[config.mk]
export PLATFORM = sky130hd
export DESIGN_NAME = error_diffusion_dither_top
export DESIGN_NICKNAME = d
export VERILOG_FILES = /design/src/rtl/edd_pkg.sv /design/src/rtl/error_diffusion_dither_top.sv
export SDC_FILE = /design/constraint.sdc
export NUM_CORES = 2
export LEC_CHECK = 0
export BUFFER_PORTS_ARGS = -buffer_cell sky130_fd_sc_hd__buf_2
export CAP_MARGIN = 20
export CELL_PAD_IN_SITES_DETAIL_PLACEMENT = 1
export CELL_PAD_IN_SITES_GLOBAL_PLACEMENT = 1
export CORE_MARGIN = 8
export CORE_UTILIZATION = 40
export DETAILED_ROUTE_END_ITERATION = 10
export GPL_TIMING_DRIVEN = 0
export PLACE_DENSITY = 0.66
export RECOVER_POWER = 100
export SLEW_MARGIN = 15
export SYNTH_ARGS = -nofsm -noshare
export SYNTH_HDL_FRONTEND = slang
export SYNTH_SLANG_ARGS = --single-unit
export TNS_END_PERCENT = 100
[constraint.sdc]
create_clock -name clk_i -period 31.8 [get_ports clk_i]
set_input_delay 1.59 -clock clk_i [delete_from_list [all_inputs] [get_ports clk_i]]
set_output_delay 1.59 -clock clk_i [all_outputs]
set_load 0.02 [all_outputs]
[src/rtl/edd_pkg.sv]
// Shared constants for the error diffusion dither block.
package edd_pkg;

  // Configuration register indexes.
  localparam logic [1:0] RegImageWidth  = 2'd0;
  localparam logic [1:0] RegImageHeight = 2'd1;
  localparam logic [1:0] RegThreshold   = 2'd2;

  // Register reset values.
  localparam logic [7:0] WidthReset     = 8'd128;
  localparam logic [7:0] HeightReset    = 8'd64;
  localparam logic [7:0] ThresholdReset = 8'd128;

  // Field widths.
  localparam int GrayW = 8;
  localparam int ErrW  = 10;
  localparam int SumW  = 12;
  localparam int ProdW = 14;
  localparam int ColW  = 7;
  localparam int RowW  = 8;

  // Error shares in sixteenths.
  localparam logic signed [ProdW-1:0] ShareRight     = 14'sd7;
  localparam logic signed [ProdW-1:0] ShareBelowLeft = 14'sd3;
  localparam logic signed [ProdW-1:0] ShareBelow     = 14'sd5;
  localparam int ShareShift = 4;

  localparam logic [GrayW-1:0] PixMax = 8'd255;

endpackage

[src/rtl/error_diffusion_dither_top.sv]
// Floyd-Steinberg error diffusion dither with a line buffer of row errors.
//
// Gray pixels arrive in raster order as beats on the slave stream; each one
// gives exactly one beat on the master stream with the binary dot, the
// pixel's column and row, and tlast on the final pixel of the image.
// The user sets width, height and threshold via the write port only while
// the block is idle, not enforced here; a write acts where cfg_we_i is high.
//
// An accepted input beat is registered into the arithmetic stage with its
// line buffer read; the error arithmetic then goes into the output register.
// Throughput is one pixel per clock while the receiver takes every beat, set
// by the single read-modify-write of the line buffer per pixel. The buffer
// has one write port; the extra write at a row end is held in a register and
// goes out before the next pixel's writes, a row start with no left write.
// Recent writes are forwarded to a read of the same entry.
//
// Reset clears the counters, the carried errors and the pipeline; the
// line buffer is not cleared, since row 0 never uses it. When the receiver
// stalls, the output register holds its beat, the arithmetic stage holds one
// more pixel, and s_axis_tready falls until the output beat is taken.
module error_diffusion_dither_top #(
  parameter int MaxWidth = 128
) (
  input  logic       clk_i,
  input  logic       rst_ni,
  // Configuration write port.
  input  logic       cfg_we_i,
  input  logic [1:0] cfg_addr_i,
  input  logic [7:0] cfg_data_i,
  // Input stream. tdata: gray [7:0].
  input  logic       s_axis_tvalid,
  output logic       s_axis_tready,
  input  logic [7:0] s_axis_tdata,
  // Output stream. tdata: dot [0], column [7:1], row [15:8].
  output logic        m_axis_tvalid,
  input  logic        m_axis_tready,
  output logic [15:0] m_axis_tdata,
  output logic        m_axis_tlast
);
  import edd_pkg::*;

  localparam int AddrW = $clog2(MaxWidth);
  localparam int CmpW  = (AddrW + 1 > 8) ? AddrW + 1 : 8;

  // Configuration registers.
  logic [7:0] width_q, height_q, thresh_q;

  always_ff @(posedge clk_i or negedge rst_ni) begin
    if (!rst_ni) begin
      width_q  <= WidthReset;
      height_q <= HeightReset;
      thresh_q <= ThresholdReset;
    end else if (cfg_we_i) begin
      case (cfg_addr_i)
        RegImageWidth:  width_q  <= cfg_data_i;
        RegImageHeight: height_q <= cfg_data_i;
        RegThreshold:   thresh_q <= cfg_data_i;
        default: ;
      endcase
    end
  end

  // Position counters, advanced when a pixel is accepted.
  logic [AddrW-1:0] col_q, col_d;
  logic [RowW-1:0]  row_q, row_d;
  logic [CmpW-1:0]  w_eff;
  logic [RowW-1:0]  h_eff;
  logic             in_row_end, in_img_end, accept;

  assign accept = s_axis_tvalid && s_axis_tready;

  always_comb begin
    w_eff = CmpW'(width_q);
    if (width_q == 8'd0) begin
      w_eff = CmpW'(1);
    end else if (CmpW'(width_q) > CmpW'(MaxWidth)) begin
      w_eff = CmpW'(MaxWidth);
    end
    h_eff = (height_q == 8'd0) ? 8'd1 : height_q;
    in_row_end = (CmpW'(col_q) + CmpW'(1)) >= w_eff;
    in_img_end = in_row_end && (row_q >= (h_eff - 8'd1));
    col_d = in_row_end ? '0 : col_q + AddrW'(1);
    row_d = row_q;
    if (in_row_end) begin
      row_d = in_img_end ? '0 : row_q + 8'd1;
    end
  end

  always_ff @(posedge clk_i or negedge rst_ni) begin
    if (!rst_ni) begin
      col_q <= '0;
      row_q <= '0;
    end else if (accept) begin
      col_q <= col_d;
      row_q <= row_d;
    end
  end

  // Arithmetic stage: holds one pixel with its registered line buffer read.
  logic             s1_valid_q, s1_adv;
  logic [GrayW-1:0] s1_gray_q;
  logic [AddrW-1:0] s1_col_q;
  logic [RowW-1:0]  s1_row_q;
  logic             s1_row_end_q, s1_img_end_q;
  logic             out_valid_q;

  assign s1_adv        = s1_valid_q && (!out_valid_q || m_axis_tready);
  assign s_axis_tready = !s1_valid_q || s1_adv;

  always_ff @(posedge clk_i or negedge rst_ni) begin
    if (!rst_ni) begin
      s1_valid_q <= 1'b0;
    end else if (s_axis_tready) begin
      s1_valid_q <= s_axis_tvalid;
    end
  end

  always_ff @(posedge clk_i) begin
    if (accept) begin
      s1_gray_q    <= s_axis_tdata;
      s1_col_q     <= col_q;
      s1_row_q     <= row_q;
      s1_row_end_q <= in_row_end;
      s1_img_end_q <= in_img_end;
    end
  end

  // Line buffer of errors for the next row.
  logic signed [ErrW-1:0] line_mem [MaxWidth];
  logic signed [ErrW-1:0] rd_data_q;
  logic                   port_we;
  logic [AddrW-1:0]       port_addr;
  logic signed [ErrW-1:0] port_data;

  always_ff @(posedge clk_i) begin
    if (port_we) begin
      line_mem[port_addr] <= port_data;
    end
    if (accept) begin
      rd_data_q <= line_mem[col_q];
    end
  end

  // Forwarding of a write that lands on the entry of the waiting pixel.
  logic                   fwd_valid_q;
  logic signed [ErrW-1:0] fwd_data_q;

  always_ff @(posedge clk_i or negedge rst_ni) begin
    if (!rst_ni) begin
      fwd_valid_q <= 1'b0;
    end else if (accept) begin
      fwd_valid_q <= port_we && (port_addr == col_q);
    end else if (s1_valid_q && port_we && (port_addr == s1_col_q)) begin
      fwd_valid_q <= 1'b1;
    end
  end

  always_ff @(posedge clk_i) begin
    if (accept || s1_valid_q) begin
      if (port_we && (port_addr == (accept ? col_q : s1_col_q))) begin
        fwd_data_q <= port_data;
      end
    end
  end

  // Carried errors and the held row-end write.
  logic signed [ErrW-1:0] right_q, right_d;
  logic signed [ErrW-1:0] pbl_q, pbl_d;
  logic signed [ErrW-1:0] pb_q, pb_d;
  logic                   hold_valid_q, hold_valid_d;
  logic [AddrW-1:0]       hold_addr_q;
  logic signed [ErrW-1:0] hold_data_q;

  logic signed [ErrW-1:0]  above;
  logic signed [SumW-1:0]  sum;
  logic [GrayW-1:0]        val;
  logic                    white, has_left, wr_left, wr_end;
  logic signed [ErrW-1:0]  err, e7, e3, e5, e1, left_data, end_data;
  logic signed [ProdW-1:0] err_x, p7, p3, p5, q7, q3, q5;

  always_comb begin
    if (hold_valid_q && (hold_addr_q == s1_col_q)) begin
      above = hold_data_q;
    end else if (fwd_valid_q) begin
      above = fwd_data_q;
    end else begin
      above = rd_data_q;
    end
    if (s1_row_q == '0) begin
      above = '0;
    end

    sum = $signed({{(SumW - GrayW){1'b0}}, s1_gray_q})
        + $signed({{(SumW - ErrW){right_q[ErrW-1]}}, right_q})
        + $signed({{(SumW - ErrW){above[ErrW-1]}}, above});
    if (sum < 0) begin
      val = '0;
    end else if (sum > $signed({{(SumW - GrayW){1'b0}}, PixMax})) begin
      val = PixMax;
    end else begin
      val = sum[GrayW-1:0];
    end

    white = val > thresh_q;
    err   = white ? $signed({2'b00, val}) - $signed({2'b00, PixMax})
                  : $signed({2'b00, val});
    err_x = $signed({{(ProdW - ErrW){err[ErrW-1]}}, err});
    p7 = err_x * ShareRight;
    p3 = err_x * ShareBelowLeft;
    p5 = err_x * ShareBelow;
    q7 = p7 >>> ShareShift;
    q3 = p3 >>> ShareShift;
    q5 = p5 >>> ShareShift;
    e7 = q7[ErrW-1:0];
    e3 = q3[ErrW-1:0];
    e5 = q5[ErrW-1:0];
    e1 = err >>> ShareShift;

    has_left  = s1_col_q != '0;
    left_data = pbl_q + e3;
    end_data  = pb_q + e5;
    wr_left   = s1_adv && has_left;
    wr_end    = s1_adv && s1_row_end_q;

    // The held write goes first; a row end with a left write is held.
    port_we      = hold_valid_q || wr_left || wr_end;
    port_addr    = s1_col_q;
    port_data    = end_data;
    hold_valid_d = 1'b0;
    if (hold_valid_q) begin
      port_addr    = hold_addr_q;
      port_data    = hold_data_q;
      hold_valid_d = wr_end;
    end else if (wr_left) begin
      port_addr    = s1_col_q - AddrW'(1);
      port_data    = left_data;
      hold_valid_d = wr_end;
    end

    right_d = s1_row_end_q ? '0 : e7;
    pbl_d   = s1_row_end_q ? '0 : end_data;
    pb_d    = s1_row_end_q ? '0 : e1;
  end

  always_ff @(posedge clk_i or negedge rst_ni) begin
    if (!rst_ni) begin
      right_q      <= '0;
      pbl_q        <= '0;
      pb_q         <= '0;
      hold_valid_q <= 1'b0;
    end else begin
      hold_valid_q <= hold_valid_d;
      if (s1_adv) begin
        right_q <= right_d;
        pbl_q   <= pbl_d;
        pb_q    <= pb_d;
      end
    end
  end

  always_ff @(posedge clk_i) begin
    if (wr_end) begin
      hold_addr_q <= s1_col_q;
      hold_data_q <= end_data;
    end
  end

  // Output register.
  logic            out_dot_q, out_last_q;
  logic [ColW-1:0] out_col_q;
  logic [RowW-1:0] out_row_q;

  always_ff @(posedge clk_i or negedge rst_ni) begin
    if (!rst_ni) begin
      out_valid_q <= 1'b0;
    end else if (s1_adv) begin
      out_valid_q <= 1'b1;
    end else if (m_axis_tready) begin
      out_valid_q <= 1'b0;
    end
  end

  always_ff @(posedge clk_i) begin
    if (s1_adv) begin
      out_dot_q  <= white;
      out_col_q  <= ColW'(s1_col_q);
      out_row_q  <= s1_row_q;
      out_last_q <= s1_img_end_q;
    end
  end

  assign m_axis_tvalid = out_valid_q;
  assign m_axis_tdata  = {out_row_q, out_col_q, out_dot_q};
  assign m_axis_tlast  = out_last_q;

endmodule
==> Word level (Yosys, flattened, before mapping) <==
Memory sizes are Yosys's and may differ from the RTL's. A register that Yosys moved wholly into a read port is not among the register bits.
Index checks and enable logic that the tools add are counted.
{ "totals": {"out_inout_bits": 19, "mem_count": 1, "in_bits": 23, "reg_bits": 142, "ramBits": 1280} }
{ "op_classes": {"mux": 27, "n_eq_ne": 6, "magnitude_cmp": 6, "reduce_logical": 29, "n_addsub": 10, "n_mul": 3} }
{ "mem_list": {"columns": ["name", "words", "word_bits", "rd", "rd_clocked_by_memory_dff", "write_ports", "line", "text"], "rows": [
  ["line_mem", 128, 10, 1, 1, 1, "error_diffusion_dither_top.sv:129", "logic signed [ErrW-1:0] line_mem [MaxWidth];"]
]} }
{ "op_table": {"columns": ["cell", "count"], "rows": [
  ["$mux W10", 9],
  ["$mux W8", 6],
  ["$eq A7 B7 Y1", 4],
  ["$mul A10 B4 Y14 const B", 2],
  ["$mux W7", 4],
  ["$logic_not A8 Y1", 3],
  ["$ge A8 B8 Y1", 2],
  ["$mul A10 B3 Y13 const B", 1],
  ["$add A11 B10 Y12", 1],
  ["$gt A12 B9 Y1 const B", 1],
  ["$lt A12 B1 Y1 const B", 1],
  ["$add A9 B10 Y11", 1],
  ["$add A10 B10 Y10", 1],
  ["$add A10 B9 Y10", 1],
  ["$logic_and A1 B1 Y1", 10],
  ["$reduce_and A2 Y1", 5],
  ["$sub A8 B8 Y9 const B", 1],
  ["$add A7 B1 Y8 const B", 1],
  ["$add A8 B1 Y8 const B", 1],
  ["$gt A8 B8 Y1", 1],
  ["$gt A8 B8 Y1 const B", 1],
  ["$mux W1", 8],
  ["$sub A8 B1 Y8 const B", 1],
  ["$add A7 B1 Y7 const B", 1],
  ["other kinds (8)", 14]
]} }

==> Logic depth before layout (Yosys ltp) <==
{ "logic_depth": {"word_depth": 14, "ltp_mapped": 48, "ltp_nobuf": 45} }

==> Worst setup path after synthesis <==
No wires, ideal clock.
{ "synth_timing": {"path_type": "flip-flop to flip-flop", "from": "register hold_valid_q", "to": "register fwd_data_q[9] (data pin)", "slack_ps": 15798, "n_path_buf": 5, "t_arrival_ps": 14729, "stages_incl_launch_ff": 45, "setup_time_ps": 1274, "cell_sequence": "dfrtp_1 clkbuf_1 buf_1 nand3_1 nor4_1 clkbuf_1 clkbuf_1 nor2_1 a21oi_1 nor2_1 fa_1 ha_1 fa_1 a211o_1 a211o_1 a22o_1 buf_2 a21oi_1 [... 9 more ...] a21oi_1 ha_1 ha_1 a21oi_1 o21bai_1 a21oi_1 o21bai_1 a21oi_1 nor2_1 xor2_1 ha_1 a21oi_1 o21ai_0 a21o_1 a21oi_1 xnor2_1 xnor2_1 a221oi_1"} }
{ "synth_via": {"elab_chain_cells": 13, "elab_cells_between_ends": 17, "cone_classes": "add/sub (4); mul (2); order compare (3); mux (7); reduce/logical (1)"} }
{ "synth_lines": {"columns": ["item", "line", "text"], "rows": [
  ["from (decl)", "error_diffusion_dither_top.sv:170", "logic hold_valid_q, hold_valid_d;"],
  ["from (signal assigned)", "error_diffusion_dither_top.sv:252", "hold_valid_q <= hold_valid_d;"],
  ["$logic_and A1 B1 Y1", "error_diffusion_dither_top.sv:182", "if (hold_valid_q && (hold_addr_q == s1_col_q)) begin"],
  ["$mux W10", "error_diffusion_dither_top.sv:182", null],
  ["$mux W10", "error_diffusion_dither_top.sv:189", "if (s1_row_q == '0) begin"],
  ["$add A11 B10 Y12", "error_diffusion_dither_top.sv:195", "+ $signed({{(SumW - ErrW){above[ErrW-1]}}, above});"],
  ["$gt A12 B9 Y1", "error_diffusion_dither_top.sv:198", "end else if (sum > $signed({{(SumW - GrayW){1'b0}}, PixMax})) begin"],
  ["$mux W8", "error_diffusion_dither_top.sv:198", null],
  ["$mux W8", "error_diffusion_dither_top.sv:196", "if (sum < 0) begin"],
  ["$sub A8 B8 Y9 or $gt A8 B8 Y1 (tied branches)", "error_diffusion_dither_top.sv:205, error_diffusion_dither_top.sv:204", null],
  ["$mux W10", "error_diffusion_dither_top.sv:205", "err = white ? $signed({2'b00, val}) - $signed({2'b00, PixMax})"],
  ["$mul A10 B4 Y14 or $mul A10 B3 Y13 (tied branches)", "error_diffusion_dither_top.sv:210, error_diffusion_dither_top.sv:209", null],
  ["$add A10 B10 Y10 or $add A10 B9 Y10 (tied branches)", "error_diffusion_dither_top.sv:221, error_diffusion_dither_top.sv:220", null],
  ["$mux W10", "error_diffusion_dither_top.sv:234", "end else if (wr_left) begin"],
  ["$mux W10 (*)", "error_diffusion_dither_top.sv:230", "if (hold_valid_q) begin"],
  ["via port_data[9]", "error_diffusion_dither_top.sv:133", "logic signed [ErrW-1:0] port_data;"],
  ["to (signal assigned)", "error_diffusion_dither_top.sv:161", "fwd_data_q <= port_data;"],
  ["to (decl)", "error_diffusion_dither_top.sv:146", "logic signed [ErrW-1:0] fwd_data_q;"]
]} }
Mark *: on every way through the listed nets, which the timed path passes. The rest lies on a longest branch.
A chain may end at the register's enable or synchronous reset.

==> Worst setup path after layout <==
{ "layout_timing": {"from": "register hold_valid_q", "to": "memory line_mem[38][2] (data pin)"} }
{ "layout_via": {"elab_chain_cells": 13, "elab_cells_between_ends": 17, "cone_classes": "add/sub (4); mul (2); order compare (3); mux (7); reduce/logical (1)"} }
{ "layout_lines": {"columns": ["item", "line", "text"], "rows": [
  ["$logic_and A1 B1 Y1 (*)", "error_diffusion_dither_top.sv:182", null],
  ["$mux W10 (*)", "error_diffusion_dither_top.sv:182", null],
  ["$mux W10 (*)", "error_diffusion_dither_top.sv:189", null],
  ["$add A11 B10 Y12 (*)", "error_diffusion_dither_top.sv:195", null],
  ["$gt A12 B9 Y1", "error_diffusion_dither_top.sv:198", null],
  ["$mux W8", "error_diffusion_dither_top.sv:198", null],
  ["$mux W8 (*)", "error_diffusion_dither_top.sv:196", null],
  ["$sub A8 B8 Y9 or $gt A8 B8 Y1 (tied branches)", "error_diffusion_dither_top.sv:205, error_diffusion_dither_top.sv:204", null],
  ["$mux W10 (*)", "error_diffusion_dither_top.sv:205", null],
  ["$mul A10 B4 Y14 (*)", "error_diffusion_dither_top.sv:210", "p5 = err_x * ShareBelow;"],
  ["$add A10 B10 Y10 (*)", "error_diffusion_dither_top.sv:221", "end_data = pb_q + e5;"],
  ["via end_data[2]", "error_diffusion_dither_top.sv:178", "logic signed [ErrW-1:0] err, e7, e3, e5, e1, left_data, end_data;"],
  ["$mux W10 (*)", "error_diffusion_dither_top.sv:234", null],
  ["$mux W10 (*)", "error_diffusion_dither_top.sv:230", null],
  ["via port_data[2]", "error_diffusion_dither_top.sv:133", null],
  ["to (decl)", "error_diffusion_dither_top.sv:129", null]
]} }
Marks and branches as above.

==> metrics.txt <==
pin count of the biggest net entering global routing=93; max-slew violations=590; slowest CP cell=clkbuf_1; Clock Skew=34.27 ps; Rel. slew slack=-2.417; slew at the pin closest to its max-slew limit=5126 ps; drt drc=0; CTS tree=yes; commonest non-fill, non-tap cells in the layout=edfxtp_1 (1352), mux2i_1 (251), clkbuf_1 (250), a21oi_1 (202), nor2_1 (187); Post-Synth Adder-Cell Area=0.02665; die height=403.3 microns; Max Cap Viol=26; post-synthesis simple-gate area fraction=0.03625; post-synth cell types=85; placer's final routability congestion estimate=0.8467; failing checks=max-capacitance violations, max-slew violations; Hold WC Path Type=reg2reg; first-pass detailed-route iteration total=8; Netlist Area Pre-Place=59990 sq um; mux cell area share after synthesis=0.1265; Synth async-reset ratio=0.04765; antenna violations before repair=2; area leader, netlist=edfxtp_1; setup TNS=0 ps; prevailing post-synth register cell=edfxtp_1; drt via density=5.671; Hold Fails Final Rpt=0; outcome=finished with violations; YS warnings=0; full die area=162600 sq um; routed wire length=167100 microns; Synthesized Nets=3733; first-pass GRT wire length=244700 microns; XOR/XNOR share of the synthesized area=0.01285; Synth top area share=0.6767; CTS Buf Count=153; Mapped Avg Cell Area=16.70 sq um; sequential area share after synthesis=0.7075; fin crit share=0.5288; Required @ worst endpoint=31640 ps; vias in the first global route=35347; layout cells sized above 1=0.1384; initial core utilization=0.4015; biggest cell delay along the critical path=3620 ps; #FFs+latches synth=1427; Reg clk slew, reported paths=60 ps; combinational family with the most area after synthesis=multiplexers; TritonCTS Sinks=1427; row count=142; H-Tree Level Count=4; # IOs=42; Worst setup EP type=register; CP max FO=92; EDFF count, synth=1352; Congestion Overflow GR=0; CP arrival=16650 ps; DR vias=33968; I/O Buffers=41; CP Launch Type=register; buffer count from post-CTS setup fixing=0; # setup viols final=0; ANT nets after route=0; synth top area cells=edfxtp_1 (68%), mux4_2 (6.4%), mux2i_1 (4.2%); Max Root-Sink Buffers=3; NumNets Final=3997; ant diodes=0; RSZ-0062 raised after global routing=no; WL per Instance=27.90 microns; Layout fillers=14454; Total GRT Usage=0.2030; Compound-Gate Fraction of Synth Area=0.07245; post-DP HPWL=117900 microns; commonest non-fill, non-tap cell in the layout=edfxtp_1; DIE WIDTH=403.3 microns; # hold bufs at CTS=0; critical path class=reg2reg; Fmax=59.47 MHz; synthesis-to-finish area growth=12.74%; Clk Latency, worst-skew pair=800 ps; Post-CTS Resized=0; clock root buffer=clkbuf_16; initial DRC count=2997; crit path time final=16810 ps; core area=149400 sq um; Mapped Cells=3593
==> final cells by class <==
cell class,count,area [sq um],share of cell area
sequential,1427,42440,0.6276
multi-input combinational,1892,16400,0.2425
clock buffer,192,4059,0.06001
tap,2016,2522,0.03729
buffer,182,713.2,0.01054
clock inverter,80,681.9,0.01008
timing repair buffer,109,465.4,0.006882
inverter,92,345.3,0.005106
==> sequential cells by signal (all words and copies together), names as in the netlist, 5 cells and up <==
register,flops
thresh_q,8
out_row_q,8
s1_row_q,8
width_q,8
col_q,7
hold_addr_q,7
row_q,8
out_col_q,7
pb_q,5
pbl_q,10
rd_data_q,10
s1_col_q,7
hold_data_q,10
fwd_data_q,10
s1_gray_q,8
height_q,8
line_mem,1280
right_q,10
==> metal layers <==
metal / share of wire / vias up / track usage
met3: 0.057 / 253 / 0.03397
met4: 0.029 / 2 / 0.06209
met2: 0.48 / 1067 / 0.3310
li1: - / 14783 / -
met5: 0.000078 / - / 0
met1: 0.44 / 17863 / 0.2804
==> cell usage after synthesis, types with 35 or more instances <==
| cell | number |
|---|---|
| a21oi_1 | 201 |
| edfxtp_1 | 1352 |
| nor2_1 | 187 |
| dfrtp_1 | 65 |
| clkbuf_1 | 116 |
| inv_1 | 87 |
| mux2_2 | 107 |
| o221ai_1 | 80 |
| nand2_1 | 181 |
| mux2i_1 | 251 |
| o22ai_1 | 84 |
| o21ai_0 | 120 |
| ha_1 | 99 |
| mux4_2 | 170 |
| a211oi_1 | 51 |
| xnor2_1 | 54 |
| buf_1 | 35 |
==> through the flow <==
stage / util / setup slack (ps) / instances / hold slack (ps) / cell area, sq um
floorplan: - / 15800 / 3593 / 400.3 / 59990
finish: 0.4526 / 14990 / 5990 / 441.3 / 67630
global route: 0.4526 / 13780 / 5990 / 461.1 / 67630
global placement: 0.4198 / 5133 / 5650 / 407.9 / 62720
detailed placement: 0.4295 / 18490 / 5712 / 425.9 / 64170
CTS: 0.4612 / 18430 / 5984 / 441.9 / 68910
==> worst max-delay path: cells and delay by family, from the launching register on <==
family	cells	cell delay, ps
AOI/OAI and AO/OA	9	4100
adders and majority gates	6	2250
and+or+nand+nor	10	1430
muxes	2	1510
xor gates and xnor gates	2	510
buffers and inverters	6	5530
DFF	1	320
==> logic make-up (layout without fill, tap and decap cells) <==
group,after synthesis,in the layout
AO/OA/AOI/OAI,663,663
flip-flops,1427,1427
multiplexers,531,531
XOR/XNOR,88,88
buffers and inverters,274,655
adder cells (fa/ha/maj),117,117
AND/OR/NAND/NOR,493,493
==> path summary, 6_finish.rpt <==
kind | slack, ps | from | endpoint | depth (start not counted)
setup / recovery | 14990 | hold_valid_q | line_mem[38][2] | 35
hold / removal | 440 | s1_row_q[2] | out_row_q[2] | 0
setup reg to reg | 14990 | hold_valid_q | line_mem[38][2] | 35
hold reg to reg | 440 | s1_row_q[2] | out_row_q[2] | 0
max in group asynchronous | 27470 | rst_ni | pbl_q[5] | 2
min in group asynchronous | 1210 | rst_ni | thresh_q[5] | 1
Power is left out: the tool's default activity adds up to more than one toggle a clock period on the data nets, which glitch-free logic cannot reach.
